--- src/design/ofdm_pilot_insert_remove_core_defines.svh ---
// Assertion macros for the pilot insert/remove RTL.
// Depends on nothing; modules that assert include this file by name.
`ifndef OFDM_PILOT_INSERT_REMOVE_CORE_DEFINES_SVH
`define OFDM_PILOT_INSERT_REMOVE_CORE_DEFINES_SVH

// Clocked assertion that is switched off while reset is held.
`define OPIR_ASSERT(lbl, prop, msg) \
    lbl: assert property (@(posedge aclk) disable iff (!aresetn) prop) else $error(msg);

// Clocked assertion that is also checked during reset.
`define OPIR_ASSERT_ALWAYS(lbl, prop, msg) \
    lbl: assert property (@(posedge aclk) prop) else $error(msg);

`endif

--- src/design/ofdm_pir_pkg.sv ---
// Shared constants and types for the OFDM pilot insert/remove core.
// No dependencies; imported by the top level and the testbench.
`timescale 1ns / 1ps
`default_nettype none

package ofdm_pir_pkg;

    localparam int MAX_PILOTS   = 16;
    localparam int MAX_SYMBOL   = 1024;
    localparam int SAMPLE_WIDTH = 16;

    // Field widths
    localparam int SLOT_W   = $clog2(MAX_PILOTS);
    localparam int PTR_W    = $clog2(MAX_PILOTS + 1);
    localparam int PPOS_W   = 10;
    localparam int POS_W    = $clog2(2 * MAX_SYMBOL);
    localparam int CNT_W    = 5;
    localparam int ENTRY_W  = PPOS_W + 2 * SAMPLE_WIDTH;

    // Input tdata layout, lowest bit first
    localparam int S_SLOT_LO = 0;
    localparam int S_PPOS_LO = S_SLOT_LO + SLOT_W;
    localparam int S_RE_LO   = S_PPOS_LO + PPOS_W;
    localparam int S_IM_LO   = S_RE_LO + SAMPLE_WIDTH;
    localparam int S_USED_W  = S_IM_LO + SAMPLE_WIDTH;
    localparam int S_DATA_W  = ((S_USED_W + 7) / 8) * 8;
    localparam int M_DATA_W  = ((2 * SAMPLE_WIDTH + 7) / 8) * 8;

    // Item kinds carried in s_tuser
    localparam logic OP_LOAD   = 1'b0;
    localparam logic OP_SAMPLE = 1'b1;

    // Modes
    localparam logic MODE_INSERT = 1'b0;
    localparam logic MODE_REMOVE = 1'b1;

    // Configuration register indexes
    localparam logic REG_MODE  = 1'b0;
    localparam logic REG_COUNT = 1'b1;

    // One pilot table entry as stored in memory
    typedef struct packed {
        logic signed [SAMPLE_WIDTH-1:0] imag;
        logic signed [SAMPLE_WIDTH-1:0] real_part;
        logic [PPOS_W-1:0]              position;
    } pilot_entry_t;

endpackage

`default_nettype wire

--- src/design/ofdm_pir_ram.sv ---
// Generic single-write, single-read synchronous RAM with registered read data.
// No dependencies.
`timescale 1ns / 1ps
`default_nettype none

module ofdm_pir_ram #(
    parameter int WIDTH = 8,
    parameter int DEPTH = 16
) (
    input  wire logic                     aclk,
    input  wire logic                     wr_en,
    input  wire logic [$clog2(DEPTH)-1:0] wr_addr,
    input  wire logic [WIDTH-1:0]         wr_data,
    input  wire logic [$clog2(DEPTH)-1:0] rd_addr,
    output logic      [WIDTH-1:0]         rd_data
);

    logic [WIDTH-1:0] mem_reg [DEPTH];

    // Write port and registered read port
    always_ff @(posedge aclk) begin
        if (wr_en) begin
            mem_reg[wr_addr] <= wr_data;
        end
        rd_data <= mem_reg[rd_addr];
    end

endmodule

`default_nettype wire

--- src/design/ofdm_pilot_insert_remove_core.sv ---
// Top level of the OFDM pilot insert/remove core: sequencer, counters, output register.
// Depends on ofdm_pir_pkg, ofdm_pir_ram and ofdm_pilot_insert_remove_core_defines.svh.
//
//  Channel  Dir  Payload
//  s_       in   tdata: entry_slot, pilot_position, in_real, in_imag; tuser: op; tlast: last
//  m_       out  tdata: out_real, out_imag; tuser: is_pilot, run_end; tlast: symbol_end
//  cfg_     in   write: index 0 mode, index 1 pilot_count
//
// A data sample is taken in ST_IDLE; in insert mode ST_MATCH emits the pilots due ahead of it
// and then the sample, and ST_TRAIL the pilots left at symbol end. Results go out one per cycle
// while the output is free. The table is read every cycle at the next pointer, into a register.
// Reset (aresetn, synchronous) clears counters, pointer, registers and output valid.
// A stalled output holds the sequencer save a remove-mode drop; new input is taken only in idle.
`timescale 1ns / 1ps
`default_nettype none
`include "ofdm_pilot_insert_remove_core_defines.svh"

module ofdm_pilot_insert_remove_core (
    input  wire logic                             aclk,
    input  wire logic                             aresetn,
    // Configuration write port
    input  wire logic                             cfg_wr_en,
    input  wire logic                             cfg_index,
    input  wire logic [ofdm_pir_pkg::CNT_W-1:0]   cfg_wr_data,
    // Input stream
    input  wire logic                             s_tvalid,
    output logic                                  s_tready,
    // tdata: entry_slot[3:0], pilot_position[13:4], in_real[29:14], in_imag[45:30], zero pad
    input  wire logic [ofdm_pir_pkg::S_DATA_W-1:0] s_tdata,
    // tuser: op
    input  wire logic                             s_tuser,
    input  wire logic                             s_tlast,
    // Result stream
    output logic                                  m_tvalid,
    input  wire logic                             m_tready,
    // tdata: out_real[15:0], out_imag[31:16]
    output logic [ofdm_pir_pkg::M_DATA_W-1:0]     m_tdata,
    // tuser: is_pilot[0], run_end[1]
    output logic [1:0]                            m_tuser,
    output logic                                  m_tlast
);

    import ofdm_pir_pkg::*;

    typedef enum logic [1:0] {
        ST_IDLE,
        ST_MATCH,
        ST_TRAIL
    } state_t;

    state_t                  state_reg, state_next;
    logic                    mode_reg;
    logic [CNT_W-1:0]        count_reg;
    logic [POS_W-1:0]        pos_reg, pos_next;
    logic [PTR_W-1:0]        ptr_reg, ptr_next;
    logic [SAMPLE_WIDTH-1:0] smp_re_reg, smp_im_reg;
    logic                    smp_last_reg;

    logic                    out_valid_reg;
    logic [SAMPLE_WIDTH-1:0] out_re_reg, out_im_reg;
    logic                    out_pilot_reg, out_run_end_reg, out_sym_end_reg;

    logic                    emit;
    logic [SAMPLE_WIDTH-1:0] emit_re, emit_im;
    logic                    emit_pilot, emit_run_end, emit_sym_end;
    logic                    out_free;
    logic                    in_xfer;
    logic [PTR_W-1:0]        eff_cnt;
    logic                    ptr_live;
    logic                    pos_hit;
    logic [PTR_W-1:0]        ptr_inc;
    pilot_entry_t            wr_entry, rd_entry;
    logic [ENTRY_W-1:0]      rd_word;
    logic                    tbl_we;

    // Handshake and derived terms
    assign s_tready = (state_reg == ST_IDLE);
    assign in_xfer  = s_tvalid && s_tready;
    assign out_free = !out_valid_reg || m_tready;
    assign eff_cnt  = (count_reg > CNT_W'(MAX_PILOTS)) ? PTR_W'(MAX_PILOTS)
                                                       : PTR_W'(count_reg);
    assign ptr_live = ptr_reg < eff_cnt;
    assign ptr_inc  = ptr_reg + PTR_W'(1);
    assign rd_entry = pilot_entry_t'(rd_word);
    assign pos_hit  = ptr_live && (POS_W'(rd_entry.position) == pos_reg);

    // Pilot table load
    assign tbl_we = in_xfer && (s_tuser == OP_LOAD)
                    && (PTR_W'(s_tdata[S_PPOS_LO-1:S_SLOT_LO]) < PTR_W'(MAX_PILOTS));
    always_comb begin
        wr_entry           = '0;
        wr_entry.position  = s_tdata[S_RE_LO-1:S_PPOS_LO];
        wr_entry.real_part = s_tdata[S_IM_LO-1:S_RE_LO];
        wr_entry.imag      = s_tdata[S_USED_W-1:S_IM_LO];
    end

    ofdm_pir_ram #(
        .WIDTH (ENTRY_W),
        .DEPTH (MAX_PILOTS)
    ) u_table (
        .aclk    (aclk),
        .wr_en   (tbl_we),
        .wr_addr (s_tdata[S_PPOS_LO-1:S_SLOT_LO]),
        .wr_data (wr_entry),
        .rd_addr (ptr_next[SLOT_W-1:0]),
        .rd_data (rd_word)
    );

    // Sequencer: one result per cycle while the output is free, the table is read at the next pointer
    always_comb begin
        state_next   = state_reg;
        pos_next     = pos_reg;
        ptr_next     = ptr_reg;
        emit         = 1'b0;
        emit_re      = smp_re_reg;
        emit_im      = smp_im_reg;
        emit_pilot   = 1'b0;
        emit_run_end = 1'b0;
        emit_sym_end = 1'b0;
        unique case (state_reg)
            ST_IDLE: begin
                if (in_xfer && (s_tuser == OP_SAMPLE)) begin
                    state_next = ST_MATCH;
                end
            end
            ST_MATCH: begin
                if (mode_reg == MODE_INSERT) begin
                    if (pos_hit) begin
                        if (out_free) begin
                            emit       = 1'b1;
                            emit_re    = rd_entry.real_part;
                            emit_im    = rd_entry.imag;
                            emit_pilot = 1'b1;
                            ptr_next   = ptr_inc;
                            pos_next   = pos_reg + POS_W'(1);
                        end
                    end else if (out_free) begin
                        emit         = 1'b1;
                        emit_run_end = !(smp_last_reg && ptr_live);
                        emit_sym_end = smp_last_reg && !ptr_live;
                        pos_next     = pos_reg + POS_W'(1);
                        if (smp_last_reg && ptr_live) begin
                            state_next = ST_TRAIL;
                        end else begin
                            state_next = ST_IDLE;
                            if (smp_last_reg) begin
                                pos_next = '0;
                                ptr_next = '0;
                            end
                        end
                    end
                end else begin
                    // Remove mode: drop a sample that sits on a pilot position
                    if (pos_hit || out_free) begin
                        state_next = ST_IDLE;
                        pos_next   = pos_reg + POS_W'(1);
                        if (pos_hit) begin
                            ptr_next = ptr_inc;
                        end else begin
                            emit         = 1'b1;
                            emit_run_end = 1'b1;
                            emit_sym_end = smp_last_reg;
                        end
                        if (smp_last_reg) begin
                            pos_next = '0;
                            ptr_next = '0;
                        end
                    end
                end
            end
            ST_TRAIL: begin
                if (out_free) begin
                    emit         = 1'b1;
                    emit_re      = rd_entry.real_part;
                    emit_im      = rd_entry.imag;
                    emit_pilot   = 1'b1;
                    emit_run_end = !(ptr_inc < eff_cnt);
                    emit_sym_end = !(ptr_inc < eff_cnt);
                    ptr_next     = ptr_inc;
                    if (!(ptr_inc < eff_cnt)) begin
                        state_next = ST_IDLE;
                        pos_next   = '0;
                        ptr_next   = '0;
                    end
                end
            end
            default: begin
                state_next = ST_IDLE;
            end
        endcase
    end

    // State, counters, configuration and the output register
    always_ff @(posedge aclk) begin
        if (!aresetn) begin
            state_reg     <= ST_IDLE;
            pos_reg       <= '0;
            ptr_reg       <= '0;
            mode_reg      <= MODE_INSERT;
            count_reg     <= '0;
            out_valid_reg <= 1'b0;
        end else begin
            state_reg <= state_next;
            pos_reg   <= pos_next;
            ptr_reg   <= ptr_next;
            if (cfg_wr_en) begin
                unique case (cfg_index)
                    REG_MODE:  mode_reg  <= cfg_wr_data[0];
                    REG_COUNT: count_reg <= cfg_wr_data;
                    default:   ;
                endcase
            end
            if (emit) begin
                out_valid_reg <= 1'b1;
            end else if (m_tready) begin
                out_valid_reg <= 1'b0;
            end
        end
    end

    // Payload registers
    always_ff @(posedge aclk) begin
        if (in_xfer) begin
            smp_re_reg   <= s_tdata[S_IM_LO-1:S_RE_LO];
            smp_im_reg   <= s_tdata[S_USED_W-1:S_IM_LO];
            smp_last_reg <= s_tlast;
        end
        if (emit) begin
            out_re_reg      <= emit_re;
            out_im_reg      <= emit_im;
            out_pilot_reg   <= emit_pilot;
            out_run_end_reg <= emit_run_end;
            out_sym_end_reg <= emit_sym_end;
        end
    end

    assign m_tvalid = out_valid_reg;
    assign m_tdata  = M_DATA_W'({out_im_reg, out_re_reg});
    assign m_tuser  = {out_run_end_reg, out_pilot_reg};
    assign m_tlast  = out_sym_end_reg;

    // Checks
    `OPIR_ASSERT(a_emit_into_free, emit |-> out_free,
                 "result loaded into a full output register")
    `OPIR_ASSERT(a_symend_runend, (m_tvalid && m_tlast) |-> m_tuser[1],
                 "symbol end without run end")
    `OPIR_ASSERT(a_symend_clears,
                 (emit && emit_sym_end) |=> (ptr_reg == '0 && pos_reg == '0),
                 "counters not cleared at symbol end")
    `OPIR_ASSERT(a_ptr_step,
                 (state_reg != ST_IDLE) |=> (ptr_reg == $past(ptr_reg)
                     || ptr_reg == $past(ptr_inc) || ptr_reg == '0),
                 "pilot pointer jumped")
    `OPIR_ASSERT(a_idle_ready, s_tready == (state_reg == ST_IDLE),
                 "input ready outside idle")
    `OPIR_ASSERT_ALWAYS(a_reset_clears_valid, !aresetn |=> !m_tvalid,
                        "result valid right after reset")

endmodule

`default_nettype wire

--- config.mk ---
export PLATFORM = sky130hd
export DESIGN_NAME = ofdm_pilot_insert_remove_core
export DESIGN_NICKNAME = d
export VERILOG_FILES = /design/src/design/ofdm_pir_pkg.sv /design/src/design/ofdm_pir_ram.sv /design/src/design/ofdm_pilot_insert_remove_core.sv
export VERILOG_INCLUDE_DIRS = /design/src /design/src/design
export SDC_FILE = /design/constraint.sdc
export NUM_CORES = 1
export LEC_CHECK = 0
export BUFFER_PORTS_ARGS = -buffer_cell sky130_fd_sc_hd__buf_2
export CORE_MARGIN = 2
export CORE_UTILIZATION = 25
export DETAILED_ROUTE_END_ITERATION = 6
export MAX_ROUTING_LAYER = met4
export PLACE_DENSITY = 0.43
export SYNTH_ARGS = -nofsm -noshare
export SYNTH_HDL_FRONTEND = slang
export SYNTH_HIERARCHICAL = 1
export SYNTH_SLANG_ARGS = --single-unit
--- constraint.sdc ---
create_clock -name aclk -period 18.8 [get_ports aclk]
set_clock_uncertainty 0.1 [all_clocks]
set_input_delay 3.76 -clock aclk [delete_from_list [all_inputs] [get_ports aclk]]
set_output_delay 3.76 -clock aclk [all_outputs]
set_load 0.02 [all_outputs]
==> tab_implementation.tex <==
\begin{tabular}{lr}
\hline
Metric & Value \\
\hline
\multicolumn{2}{l}{\textbf{Setup path}} \\
Flop2flop setup slack & roughly 13 ns \\
CP Class & primary input to register \\
Element type at the critical path end & register \\
Required time reported for the critical path endpoint & slightly below 20 ns \\
Critical R2R Capture & u\_table/rd\_data[15] \\
Highest net fanout along the worst path & 45 \\
Critical path launch point type & primary input \\
Worst EP arrival & $\sim$7.7 ns \\
Worst reg2reg path startpoint & count\_reg[4] \\
Register-to-Register Path Depth & 13 \\
\multicolumn{2}{l}{\textbf{Synthesis}} \\
Most frequently used flop master after synthesis & edfxtp\_1 \\
Number of register bits inferred by synthesis & approximately 800 \\
Async set or reset register ratio after synthesis & 0\% \\
Avg Synthesized Cell Area & $\sim$19 um\^{}2 \\
Synthesized Nets & 1730 \\
Area fraction of the dominant cell type after synthesis & 70.7\% \\
Leading cell types by total area after synthesis & edfxtp\_1 71\%, mux4\_2 12\%, dfxtp\_1 4.3\%, a22oi\_1 2.0\%, nand2\_1 1.2\% \\
Post-synthesis cell count & 1656 \\
Sequential fraction of the synthesis area & 74.9\% \\
Combined area of all synthesized cells & 0.0314 mm\^{}2 \\
Synth Warn \# & 6 \\
Area leader, netlist & edfxtp\_1 \\
Count of different cell masters after synthesis & 61 \\
Count of flip-flops with a built-in enable after synthesis & 740 \\
\multicolumn{2}{l}{\textbf{Final layout}} \\
Final layout net count & approximately 1900 \\
Leading cell types in the layout, fill and taps excluded & 740 x edfxtp\_1, 168 x mux4\_2, 99 x nand2\_1 \\
Most common cell after layout, fill and taps aside & edfxtp\_1 \\
Final Instance Area & between 0.03 and 0.04 mm\^{}2 \\
Area of the multi-input gates & 0.00745 mm\^{}2 \\
Layout cells sized above 1 & $\sim$26\% \\
P\&R area growth vs syn & 17.1\% \\
Largest register FFs & roughly 670 \\
Number of inserted filler cells in the final layout & 12300 \\
Sequential cell area & approximately 0.024 mm\^{}2 \\
\multicolumn{2}{l}{\textbf{STA}} \\
RSZ-0062 raised after global routing & false \\
Final critical-path required period & $\sim$7.3 ns \\
Final worst slack & 11.53 ns \\
Final period utilization & between 30 and 40\% \\
Final hold viol count & 0 \\
Final sum of negative setup slack & 0 ns \\
Final setup vio count & 0 \\
Slew at the pin closest to its max-slew limit & between 1 and 1.5 ns \\
Final max-slew violation count & 0 \\
Max transition margin & 26.2\% \\
Highest Clock Rate & roughly 140 MHz \\
\multicolumn{2}{l}{\textbf{Drt}} \\
Count of nets left with antenna violations after detail routing & 0 \\
Total DRC errors in the routed layout & 0 \\
Aggregate routed wire length & 88.3 mm \\
Detailed Routing Iterations Pass 1 & 5 \\
Starting DRT DRC Count & $\sim$1400 \\
Wire length per cell & around 25 um \\
Number of vias in the routed layout & between 15000 and 20000 \\
Via density & 4.72 \\
\multicolumn{2}{l}{\textbf{GRT}} \\
Number of global-route vias before repair & around 17000 \\
Initial antenna violation count & 20 \\
Global routing usage summed across all routing layers & 14.1\% \\
Maximum number of pins on one net before global-route repair & roughly 140 \\
Wire length of the first global-routing pass & between 100 and 150 mm \\
Overflow left after global routing & 0 \\
\multicolumn{2}{l}{\textbf{Clocking}} \\
Total of cells resized after clock tree synthesis & 0 \\
Maximum level of the CTS H-tree & 3 \\
Clk root buf & clkbuf\_16 \\
CTS tree & yes \\
Deepest clock path buffer count & 3 \\
Number of hold buffers added after CTS & 0 \\
Setup fix buffers added after clock tree synthesis & 0 \\
Clock Latency Late Sink & 0.65 ns \\
Post-CTS clock slew at the launch and capture registers of the worst setup and hold paths & $\sim$0.050 ns \\
Clock sink total & 807 \\
Clock buffer count from CTS & about 90 \\
\multicolumn{2}{l}{\textbf{Placed design}} \\
Place WS & 10.77 ns \\
Detailed Place HPWL & slightly above 40 mm \\
Placer Congestion & 0.741 \\
Placed cell areas & between 0.03 and 0.04 mm\^{}2 \\
Count of buffers from port buffering & 95 \\
\multicolumn{2}{l}{\textbf{Floorplanning}} \\
Num rows & 130 \\
IO Count & 98 \\
Die width & $\sim$360 um \\
Die Ht & $\sim$360 um \\
DIE AREA & 0.129 mm\^{}2 \\
Starting density of the core & 25.1\% \\
Core area & $\sim$0.13 mm\^{}2 \\
\multicolumn{2}{l}{\textbf{Pwr}} \\
Leakage power of the design & 11.5 nW \\
Largest voltage drop on the vdd net & between 0.06 and 0.07 mV \\
Power Dens Cells & 109 mW/mm\^{}2 \\
\multicolumn{2}{l}{\textbf{Outcome}} \\
Result of the run & completed \\
\multicolumn{2}{l}{\textbf{Worst hold path}} \\
Worst hold path class & register to register \\
Worst hold start & count\_reg[3] \\
Endpoint of the worst hold path & count\_reg[3] \\
Worst Hold Depth & 2 \\
\multicolumn{2}{l}{\textbf{Run}} \\
Max-cap viol count & 0 \\
\hline
\end{tabular}
==> synth_stat cells, types with 2 or more instances <==
cell type / count
a21o_1: 4
a21oi_2: 2
a31oi_1: 8
buf_1: 4
nor2_1: 56
o211ai_1: 12
a21oi_1: 49
inv_1: 19
nand3_1: 28
nor3_1: 6
clkbuf_1: 47
mux4_2: 168
a22oi_1: 85
ha_1: 13
and3_1: 4
o211ai_2: 2
nand4_1: 9
and2_1: 9
edfxtp_1: 740
o22ai_1: 35
or4_1: 3
nor2b_1: 6
nand3b_1: 5
nor4_1: 3
buf_6: 17
xnor2_1: 2
mux2i_1: 34
buf_2: 22
a211oi_1: 2
nand2_1: 100
buf_4: 9
o2111ai_1: 2
nand2b_1: 6
xor2_1: 11
o21ai_0: 41
or3_1: 2
dfxtp_1: 67
==> worst max path at each step <==
stage / startpoint / end / slack [ns] / cells past startpoint
floorplan: s_tvalid / u_table/mem_reg[0][0] / 9.92 / 4
global placement: m_tready / u_table/rd_data[27] / 10.78 / 10
detailed placement: m_tready / u_table/rd_data[25] / 10.77 / 10
CTS: m_tready / u_table/rd_data[25] / 11.45 / 10
global route: m_tready / u_table/rd_data[15] / 11.16 / 10
finish: m_tready / u_table/rd_data[15] / 11.53 / 10
==> where the power goes <==
group	internal, mW	switching [mW]	leakage [nW]
Combinational	0.0603	0.186	2.83
Clock	1.01	0.717	1.42
Sequential	2.01	0.0161	7.24
Total	3.08	0.919	11.5
==> layout make-up <==
class / instances / area share, %
Multi-Input combinational cell: 729 / 20.2
Clock buffer: 136 / 7.02
Tap cell: 1650 / 5.61
Sequential cell: 807 / 64.0
Inverter: 20 / 0.204
Timing Repair Buffer: 129 / 2.02
Clock inverter: 31 / 0.856
Antenna cell: 7 / 0.0476
==> logic make-up (layout without fill, tap and decap cells) <==
kind of cell,count (synthesis),after routing,share of synthesized area [%]
DFF,807,807,74.9
AOI/OAI and AO/OA,255,255,5.36
and+or+nand+nor,245,245,3.64
muxes,203,203,13.1
buffers and inverters,120,316,2.05
adders and majority gates,13,13,0.517
xor gates and xnor gates,13,13,0.362
other,0,7,0
==> metrics by stage <==
step	total power, mW	util [%]	cells	hold WS (ns)
6_report	4.00	29.4	3509	0.371
5_1_grt	4.14	29.4	3507	0.407
3_3_place_gp	2.31	27.1	3335	0.362
4_1_cts	4.05	29.4	3502	0.375
3_5_place_dp	2.31	27.1	3335	0.360
2_1_floorplan	2.19	-	1656	0.337
==> routing by layer <==
layer  GRT usage, %  wire, um  vias up
met5              -         0        -
met1           19.5     40100     8798
met4           3.63      2180        0
li1               -         -     7028
met2           21.2     40300      594
met3           2.70      5710      151
==> worst max-delay path: stages <==
cell and delay (ns):
buf_2 0.11, nor2b_1 0.75, nand2_1 0.11, o31ai_1 0.11
a22oi_1 0.19, nand2_4 0.70, buf_4 0.90, mux4_2 0.61
a22oi_1 0.27, nand2_1 0.09
(Power assumes the default switching activity.)
